<file path="config.mk">
export PLATFORM = sky130hd
export DESIGN_NAME = integer_to_radix_digits_core
export DESIGN_NICKNAME = d
export VERILOG_FILES = /design/src/hw/rtl/itrd_pkg.sv /design/src/hw/rtl/integer_to_radix_digits_core.sv /design/src/hw/rtl/itrd_front.sv /design/src/hw/rtl/itrd_queue.sv /design/src/hw/rtl/itrd_back.sv
export SDC_FILE = /design/constraint.sdc
export NUM_CORES = 2
export LEC_CHECK = 0
export ABC_AREA = 1
export CORE_MARGIN = 3
export CORE_UTILIZATION = 30
export CTS_CLUSTER_SIZE = 14
export DETAILED_ROUTE_END_ITERATION = 10
export DONT_BUFFER_PORTS = 1
export SKIP_CTS_REPAIR_TIMING = 1
export SLEW_MARGIN = 20
export SYNTH_ARGS = -nofsm -noshare
export SYNTH_HDL_FRONTEND = slang
export SYNTH_SLANG_ARGS = --single-unit
</file>
<file path="constraint.sdc">
create_clock -name clk -period 19.38 [get_ports clk]
set_input_delay 3.876 -clock clk [delete_from_list [all_inputs] [get_ports clk]]
set_output_delay 3.876 -clock clk [all_outputs]
set_load 0.05 [all_outputs]
</file>
<file path="src/hw/rtl/itrd_pkg.sv">
// Shared types, constants and lookup functions for the radix digit converter.
`timescale 1ns / 1ps

package itrd_pkg;

  localparam int unsigned VALUE_BITS = 32;
  localparam int unsigned RADIX_BITS = 5;
  localparam int unsigned RECIP_BITS = 32;

  localparam logic [RADIX_BITS-1:0] RADIX_MIN = 5'd2;
  localparam logic [RADIX_BITS-1:0] RADIX_MAX = 5'd16;

  localparam int unsigned QUEUE_DEPTH = 2;
  localparam int unsigned QUEUE_PTR_W = 1;
  localparam int unsigned QUEUE_CNT_W = 2;

  localparam logic [6:0] CHAR_ZERO  = 7'h30;
  // Offset so that a digit value of ten lands on the lower-case letter a.
  localparam logic [6:0] CHAR_ALPHA = 7'h57;
  localparam logic [6:0] CHAR_ERROR = 7'h00;

  typedef struct packed {
    logic [VALUE_BITS-1:0] value;
    logic [RADIX_BITS-1:0] radix;
    logic [RECIP_BITS-1:0] recip;
    logic                  bad;
  } entry_t;

  // floor(2^32 / radix); the back end corrects the one-low quotient this can give.
  function automatic logic [RECIP_BITS-1:0] recip(input logic [RADIX_BITS-1:0] radix);
    logic [RECIP_BITS-1:0] r;
    case (radix)
      5'd2:    r = 32'h8000_0000;
      5'd3:    r = 32'h5555_5555;
      5'd4:    r = 32'h4000_0000;
      5'd5:    r = 32'h3333_3333;
      5'd6:    r = 32'h2AAA_AAAA;
      5'd7:    r = 32'h2492_4924;
      5'd8:    r = 32'h2000_0000;
      5'd9:    r = 32'h1C71_C71C;
      5'd10:   r = 32'h1999_9999;
      5'd11:   r = 32'h1745_D174;
      5'd12:   r = 32'h1555_5555;
      5'd13:   r = 32'h13B1_3B13;
      5'd14:   r = 32'h1249_2492;
      5'd15:   r = 32'h1111_1111;
      5'd16:   r = 32'h1000_0000;
      default: r = 32'h0000_0000;
    endcase
    return r;
  endfunction

  function automatic logic [6:0] glyph(input logic [3:0] digit);
    logic [6:0] c;
    if (digit < 4'd10) begin
      c = CHAR_ZERO + {3'b000, digit};
    end else begin
      c = CHAR_ALPHA + {3'b000, digit};
    end
    return c;
  endfunction

endpackage

</file>
<file path="src/hw/rtl/integer_to_radix_digits_core.sv">
// Top level of the unsigned integer to radix 2..16 digit string converter.
//
//   Channel  Role    Beat contents (lowest bit first)
//   s_*      input   tdata: value[31:0], radix[36:32], zero pad[39:37]
//   m_*      output  tdata: digit_char[6:0], zero pad[7]; tlast: last_digit;
//                    tuser: bad_radix
//
// Each digit of a value takes one pass of the divide loop (ST_MUL multiplies by the
// radix reciprocal, ST_FIX makes the correction step); the digits then leave as beats read
// out of the digit store, most significant first.
// A bad radix gives a single error beat.
// The input queue holds two beats, so new input is taken while a conversion runs.
// Reset is synchronous and clears the queue, the engine state and the output valid flag.
// Output stalls hold the digit read-out and the taking of a bad-radix entry; the divide loop never waits on m_tready.
`timescale 1ns / 1ps

module integer_to_radix_digits_core #(
  parameter int unsigned VALUE_WIDTH = 32
) (
  input  logic        clk,
  input  logic        rst,
  input  logic        s_tvalid,
  output logic        s_tready,
  input  logic [39:0] s_tdata,   // value[31:0], radix[36:32]
  output logic        m_tvalid,
  input  logic        m_tready,
  output logic [7:0]  m_tdata,   // digit_char[6:0]
  output logic        m_tlast,
  output logic        m_tuser    // bad_radix
);

  logic             q_full;
  logic             q_empty;
  logic             push;
  logic             pop;
  itrd_pkg::entry_t push_entry;
  itrd_pkg::entry_t head;

  itrd_front u_front (
    .s_tvalid   (s_tvalid),
    .s_tready   (s_tready),
    .s_tdata    (s_tdata),
    .q_full     (q_full),
    .push       (push),
    .push_entry (push_entry)
  );

  itrd_queue u_queue (
    .clk        (clk),
    .rst        (rst),
    .push       (push),
    .push_entry (push_entry),
    .full       (q_full),
    .pop        (pop),
    .head       (head),
    .empty      (q_empty)
  );

  itrd_back #(
    .VALUE_WIDTH (VALUE_WIDTH)
  ) u_back (
    .clk      (clk),
    .rst      (rst),
    .empty    (q_empty),
    .head     (head),
    .pop      (pop),
    .m_tvalid (m_tvalid),
    .m_tready (m_tready),
    .m_tdata  (m_tdata),
    .m_tlast  (m_tlast),
    .m_tuser  (m_tuser)
  );

endmodule

</file>
<file path="src/hw/rtl/itrd_front.sv">
// Input side: takes beats, checks the radix and looks up its reciprocal.
`timescale 1ns / 1ps

module itrd_front (
  input  logic                 s_tvalid,
  output logic                 s_tready,
  input  logic [39:0]          s_tdata,
  input  logic                 q_full,
  output logic                 push,
  output itrd_pkg::entry_t     push_entry
);

  logic [itrd_pkg::RADIX_BITS-1:0] radix;

  assign radix    = s_tdata[36:32];
  assign s_tready = !q_full;
  assign push     = s_tvalid && !q_full;

  always_comb begin
    push_entry.value = s_tdata[31:0];
    push_entry.radix = radix;
    push_entry.recip = itrd_pkg::recip(radix);
    push_entry.bad   = (radix < itrd_pkg::RADIX_MIN) || (radix > itrd_pkg::RADIX_MAX);
  end

endmodule

</file>
<file path="src/hw/rtl/itrd_queue.sv">
// Two-entry queue between the input side and the conversion engine.
`timescale 1ns / 1ps

module itrd_queue (
  input  logic             clk,
  input  logic             rst,
  input  logic             push,
  input  itrd_pkg::entry_t push_entry,
  output logic             full,
  input  logic             pop,
  output itrd_pkg::entry_t head,
  output logic             empty
);

  itrd_pkg::entry_t                   slots [itrd_pkg::QUEUE_DEPTH];
  logic [itrd_pkg::QUEUE_PTR_W-1:0]   wr_ptr;
  logic [itrd_pkg::QUEUE_PTR_W-1:0]   rd_ptr;
  logic [itrd_pkg::QUEUE_CNT_W-1:0]   fill;

  assign full  = (fill == itrd_pkg::QUEUE_CNT_W'(itrd_pkg::QUEUE_DEPTH));
  assign empty = (fill == '0);
  assign head  = slots[rd_ptr];

  always_ff @(posedge clk) begin
    if (push) begin
      slots[wr_ptr] <= push_entry;
    end
  end

  always_ff @(posedge clk) begin
    if (rst) begin
      wr_ptr <= '0;
      rd_ptr <= '0;
      fill   <= '0;
    end else begin
      if (push) begin
        wr_ptr <= wr_ptr + 1'b1;
      end
      if (pop) begin
        rd_ptr <= rd_ptr + 1'b1;
      end
      if (push && !pop) begin
        fill <= fill + 1'b1;
      end else if (pop && !push) begin
        fill <= fill - 1'b1;
      end
    end
  end

endmodule

</file>
<file path="src/hw/rtl/itrd_back.sv">
// Conversion engine: reciprocal-multiply division loop, digit store and output beat register.
`timescale 1ns / 1ps

module itrd_back #(
  parameter int unsigned VALUE_WIDTH = 32
) (
  input  logic             clk,
  input  logic             rst,
  input  logic             empty,
  input  itrd_pkg::entry_t head,
  output logic             pop,
  output logic             m_tvalid,
  input  logic             m_tready,
  output logic [7:0]       m_tdata,
  output logic             m_tlast,
  output logic             m_tuser
);

  localparam int unsigned QW    = (VALUE_WIDTH < itrd_pkg::VALUE_BITS) ?
                                  VALUE_WIDTH : itrd_pkg::VALUE_BITS;
  localparam int unsigned RW    = itrd_pkg::RECIP_BITS;
  localparam int unsigned IDX_W = $clog2(QW);
  localparam int unsigned CNT_W = $clog2(QW + 1);

  localparam logic [1:0] ST_IDLE = 2'd0;
  localparam logic [1:0] ST_MUL  = 2'd1;
  localparam logic [1:0] ST_FIX  = 2'd2;
  localparam logic [1:0] ST_EMIT = 2'd3;

  logic [1:0]                      state;
  logic [QW-1:0]                   quot;
  logic [RW-1:0]                   recip;
  logic [itrd_pkg::RADIX_BITS-1:0] radix;
  logic [QW-1:0]                   q_est;
  logic [CNT_W-1:0]                count;
  logic [CNT_W-1:0]                rptr;
  logic                            rd_valid;
  logic [3:0]                      rd_digit;
  logic                            rd_last;
  logic                            out_valid;
  logic [6:0]                      out_char;
  logic                            out_last;
  logic                            out_bad;

  logic [3:0]                      store [QW];

  logic [QW+RW-1:0]                prod;
  logic [10:0]                     qr_lo;
  logic [5:0]                      rem_raw;
  logic                            rem_fix;
  logic [5:0]                      rem_adj;
  logic [QW-1:0]                   q_next;
  logic [CNT_W-1:0]                count_next;
  logic [CNT_W-1:0]                rptr_dec;
  logic                            out_free;
  logic                            consume;
  logic                            issue;
  logic                            load_err;
  logic                            load_dig;

  assign out_free = !out_valid || m_tready;
  assign pop      = (state == ST_IDLE) && !empty && (!head.bad || out_free);
  assign load_err = pop && head.bad;
  assign consume  = (state == ST_EMIT) && rd_valid && out_free;
  assign issue    = (state == ST_EMIT) && (rptr != '0) && (!rd_valid || consume);
  assign load_dig = consume;

  // The reciprocal estimate is never high and at most one low.
  assign prod = {{RW{1'b0}}, quot} * {{QW{1'b0}}, recip};

  // The true remainder is below 32, so six low bits are enough to form it.
  assign qr_lo      = {5'b00000, q_est[5:0]} * {6'b000000, radix};
  assign rem_raw    = quot[5:0] - qr_lo[5:0];
  assign rem_fix    = rem_raw >= {1'b0, radix};
  assign rem_adj    = rem_fix ? (rem_raw - {1'b0, radix}) : rem_raw;
  assign q_next     = q_est + QW'(rem_fix);
  assign count_next = count + CNT_W'(1);
  assign rptr_dec   = rptr - CNT_W'(1);

  always_ff @(posedge clk) begin
    if (state == ST_FIX) begin
      store[count[IDX_W-1:0]] <= rem_adj[3:0];
    end
    if (issue) begin
      rd_digit <= store[rptr_dec[IDX_W-1:0]];
      rd_last  <= (rptr_dec == '0);
    end
  end

  always_ff @(posedge clk) begin
    if (pop) begin
      quot  <= head.value[QW-1:0];
      recip <= head.recip;
      radix <= head.radix;
    end else if (state == ST_FIX) begin
      quot <= q_next;
    end
    if (state == ST_MUL) begin
      q_est <= prod[QW+RW-1:RW];
    end
    if (load_err) begin
      out_char <= itrd_pkg::CHAR_ERROR;
      out_last <= 1'b1;
      out_bad  <= 1'b1;
    end else if (load_dig) begin
      out_char <= itrd_pkg::glyph(rd_digit);
      out_last <= rd_last;
      out_bad  <= 1'b0;
    end
  end

  always_ff @(posedge clk) begin
    if (rst) begin
      state     <= ST_IDLE;
      count     <= '0;
      rptr      <= '0;
      rd_valid  <= 1'b0;
      out_valid <= 1'b0;
    end else begin
      if (load_err || load_dig) begin
        out_valid <= 1'b1;
      end else if (m_tready) begin
        out_valid <= 1'b0;
      end
      case (state)
        ST_IDLE: begin
          if (pop && !head.bad) begin
            count <= '0;
            state <= ST_MUL;
          end
        end
        ST_MUL: begin
          state <= ST_FIX;
        end
        ST_FIX: begin
          count <= count_next;
          if (q_next == '0) begin
            rptr     <= count_next;
            rd_valid <= 1'b0;
            state    <= ST_EMIT;
          end else begin
            state <= ST_MUL;
          end
        end
        ST_EMIT: begin
          if (issue) begin
            rptr     <= rptr_dec;
            rd_valid <= 1'b1;
          end else if (consume) begin
            rd_valid <= 1'b0;
          end
          if (consume && rd_last) begin
            state <= ST_IDLE;
          end
        end
        default: begin
          state <= ST_IDLE;
        end
      endcase
    end
  end

  assign m_tvalid = out_valid;
  assign m_tdata  = {1'b0, out_char};
  assign m_tlast  = out_last;
  assign m_tuser  = out_bad;

endmodule

</file>
==> impl_metrics.ini <==
[status]
status = completed

[global_routing]
grt.total_usage = 0.177
antenna_violations_before_repair = 4
grt_pass1_vias = 37000
grt.overflow.total = 0
grt_start_max_net_pins = 69
grt_pass1_wl_um = 225000

[floorplanning]
initial_core_util = 0.302
die_w_um = 408
fp.coreArea_um2 = 161000
floorplan.die.height_um = 408
floorplan.die_area_um2 = 167000
i_o_pin_total = 56
fp-row-count = 147

[logic_synthesis]
syn_inst = 5330
postSynthAreaPerCell_um2 = 9.12
synth-edff-count = 344
synth_top_cell_area_share = 0.371
synth_sequential_area_ratio = 0.225
synth_area_leader = fa_1
synth_flop_cell = edfxtp_1
number_of_warning_messages_in_the_yosys_log = 0
mappedNetlistNets = 6565
syn-cell-area_um2 = 48600
synth-async-reset-ratio = 0
synth.most_common_cell = inv_1
synth_cell_types = 51
ys_ff_latch = 374
netlist_top_cells_area = fa_1 (37%), edfxtp_1 (21%), inv_1 (11%)
synth_top_cells_by_count = inv_1 (1,446), nand2_1 (1,151), fa_1 (901)

[place]
input_output_buffers = 0
place_hpwl_um = 114000
gpl.final_weighted_congestion = 0.939
placed_cells = 7375

[setup_path]
critical_path_required_time_ps = 19690
worst-r2r-cell-count = 29
cpMostUsedCell = fa_1
crit_buf_inv = 8
critPathMaxFanout = 32
startpoint = u_back.recip[26]
crit-reg2reg-capture = u_back.q_est[26]
critical_path.reg2reg.startpoint = u_back.recip[26]
startpoint_type = flip-flop
crit_cells = 29
critPathCapture = u_back.q_est[26]
worst-endpoint-arrival_ps = 8340
critPathSlowestCell = fa_1
critical_path.max_stage_delay_ps = 690
cp_top_family = adder cells
worst-r2r-setup-slack_ps = 11340
type_of_the_worst_setup_path = reg2reg
endpoint_type_of_the_worst_setup_path = flip-flop

[timing]
report.final.setup_viol = 0
final-max-slew-violation-count = 0
worstMarginPinSlew_ps = 932
rsz0062_at_grt = no
post_route_setup_tns_ps = 0
fmax_mhz = 124
finalWorstPathRequiredPeriod_ps = 8040
min_period_over_period = 0.415
skew_ps = 31.5
fin_hold_viols = 0
max_slew_margin = 0.372

[clocking]
clk_latency_ps = 560
clockRootBuffer = clkbuf_16
clk_path_buf_depth = 3
tritoncts_num_sinks = 374
clk_pin_slew_worst_paths_ps = 60
cts_buffers = 36
cts_htree_levels = 2
tritoncts = yes

[layout]
antenna_cells_inserted = 0
final_cell_count_no_fill = 7441
syn2layout_area_growth_pct = 7.78
layout-drive-gt1-share = 0.0343
layout.nets = 6488

[detailed_routing]
final_antenna_net_count = 0
route.vias.total = 34700
drt_drc_violations_left = 0
wirelength_um = 147000
dr.pass1.iters = 5
vias_per_cell = 4.66
drt_first_iter_violations = 2591
wire_per_inst_um = 19.7

[hold_path]
worstHoldPathType = reg2reg

[job]
maxCapViolCount = 0
## worst min-delay path: stages, from the launching register on
cell     delay (ps)
dfxtp_1         320
nand2_1          60
a21oi_1          50
## worst min path at each step
stage / end / slack, ps / depth (start not counted) / startpoint
global placement: flip-flop / 420 / 1 / u_queue.rd_ptr
CTS: u_back.rd_valid / 480 / 2 / u_back.rd_valid
detailed placement: flip-flop / 450 / 1 / u_queue.rd_ptr
finish: u_back.rd_valid / 470 / 2 / u_back.rd_valid
floorplan: flip-flop / 430 / 1 / u_queue.rd_ptr
global route: flip-flop / 480 / 1 / u_queue.rd_ptr
## area by class of cell
cell class	count	area [µm²]
Fill cell	16700	108000
Multi-Input combinational cell	3327	31600
Sequential cell	374	10900
Inverter	1449	5440
Tap cell	2160	2700
Clock buffer	52	991
Timing Repair Buffer	65	488
Clock inverter	14	243
## layer usage
layer | up-vias | track usage | share of wire
li1 | 15700 | - | -
met1 | 17400 | 0.238 | 0.41
met2 | 1349 | 0.291 | 0.47
met3 | 223 | 0.0369 | 0.093
met4 | 2 | 0.0483 | 0.030
met5 | - | 0 | 0.000055
## cells by family (layout without fill, tap and decap cells)
logic type / after synthesis / count (layout) / share of synthesized area
AO/OA/AOI/OAI: 409 / 409 / 0.0488
XOR/XNOR: 53 / 53 / 0.00955
adder cells (fa/ha/maj): 1191 / 1191 / 0.446
buffers and inverters: 1629 / 1580 / 0.126
flip-flops: 374 / 374 / 0.225
multiplexers: 63 / 63 / 0.0137
other: 1 / 1 / 0.0000772
AND/OR/NAND/NOR: 1610 / 1610 / 0.131
## layout by cell type, fill, tap and decap left out, drive strengths merged, types with 2 or more instances in the layout
cell     netlist  layout
buf           16      65
a21boi         3       3
a21o          13      13
mux2i         36      36
nor2         321     321
a211oi         2       2
inv         1446    1448
mux2          27      27
a31oi         14      14
fa           901     901
xnor2         18      18
nand3b        16      16
xor2          35      35
nand4         13      13
bufinv         0       4
a21oi        130     130
o21a          14      14
or2            8       8
a32oi          3       3
dfxtp         30      30
o211ai        18      18
clkbuf       164      52
nor3          20      20
edfxtp       344     344
nand2       1159    1159
nand3         66      66
o2111ai        2       2
nor4           5       5
o32ai         17      17
clkinv         3      10
o21ai        162     162
o21bai         9       9
ha           290     290
o22ai          3       3
o221ai        14      14
## per-stage QoR
stage	cell area (µm²)	hold slack, ps	setup slack, ps	util
2_1_floorplan	48600	426	12380	-
3_3_place_gp	51100	424	11460	0.318
3_5_place_dp	51100	449	11390	0.318
4_1_cts	52400	475	11350	0.326
5_1_grt	52400	485	11000	0.326
6_report	52400	475	11340	0.326
## state kept, by name, summed over array words and instances, names as in the netlist, named ones only
name             count
u_queue.fill         2
u_back.rptr          6
u_back.recip        22
u_back.state         2
u_back.out_char      7
u_back.rd_last       1
u_back.m_tlast       1
u_queue.slots      120
u_back.quot         32
u_back.store       128
u_back.radix         5
u_back.m_tuser       1
u_back.m_tvalid      1
u_back.q_est        32
u_queue.wr_ptr       1
u_back.count         6
u_back.rd_valid      1
u_queue.rd_ptr       1
u_back.rd_digit      4
Power is not shown: default switching activity piles up to over one toggle a cycle in this logic, so the estimate is an artifact.
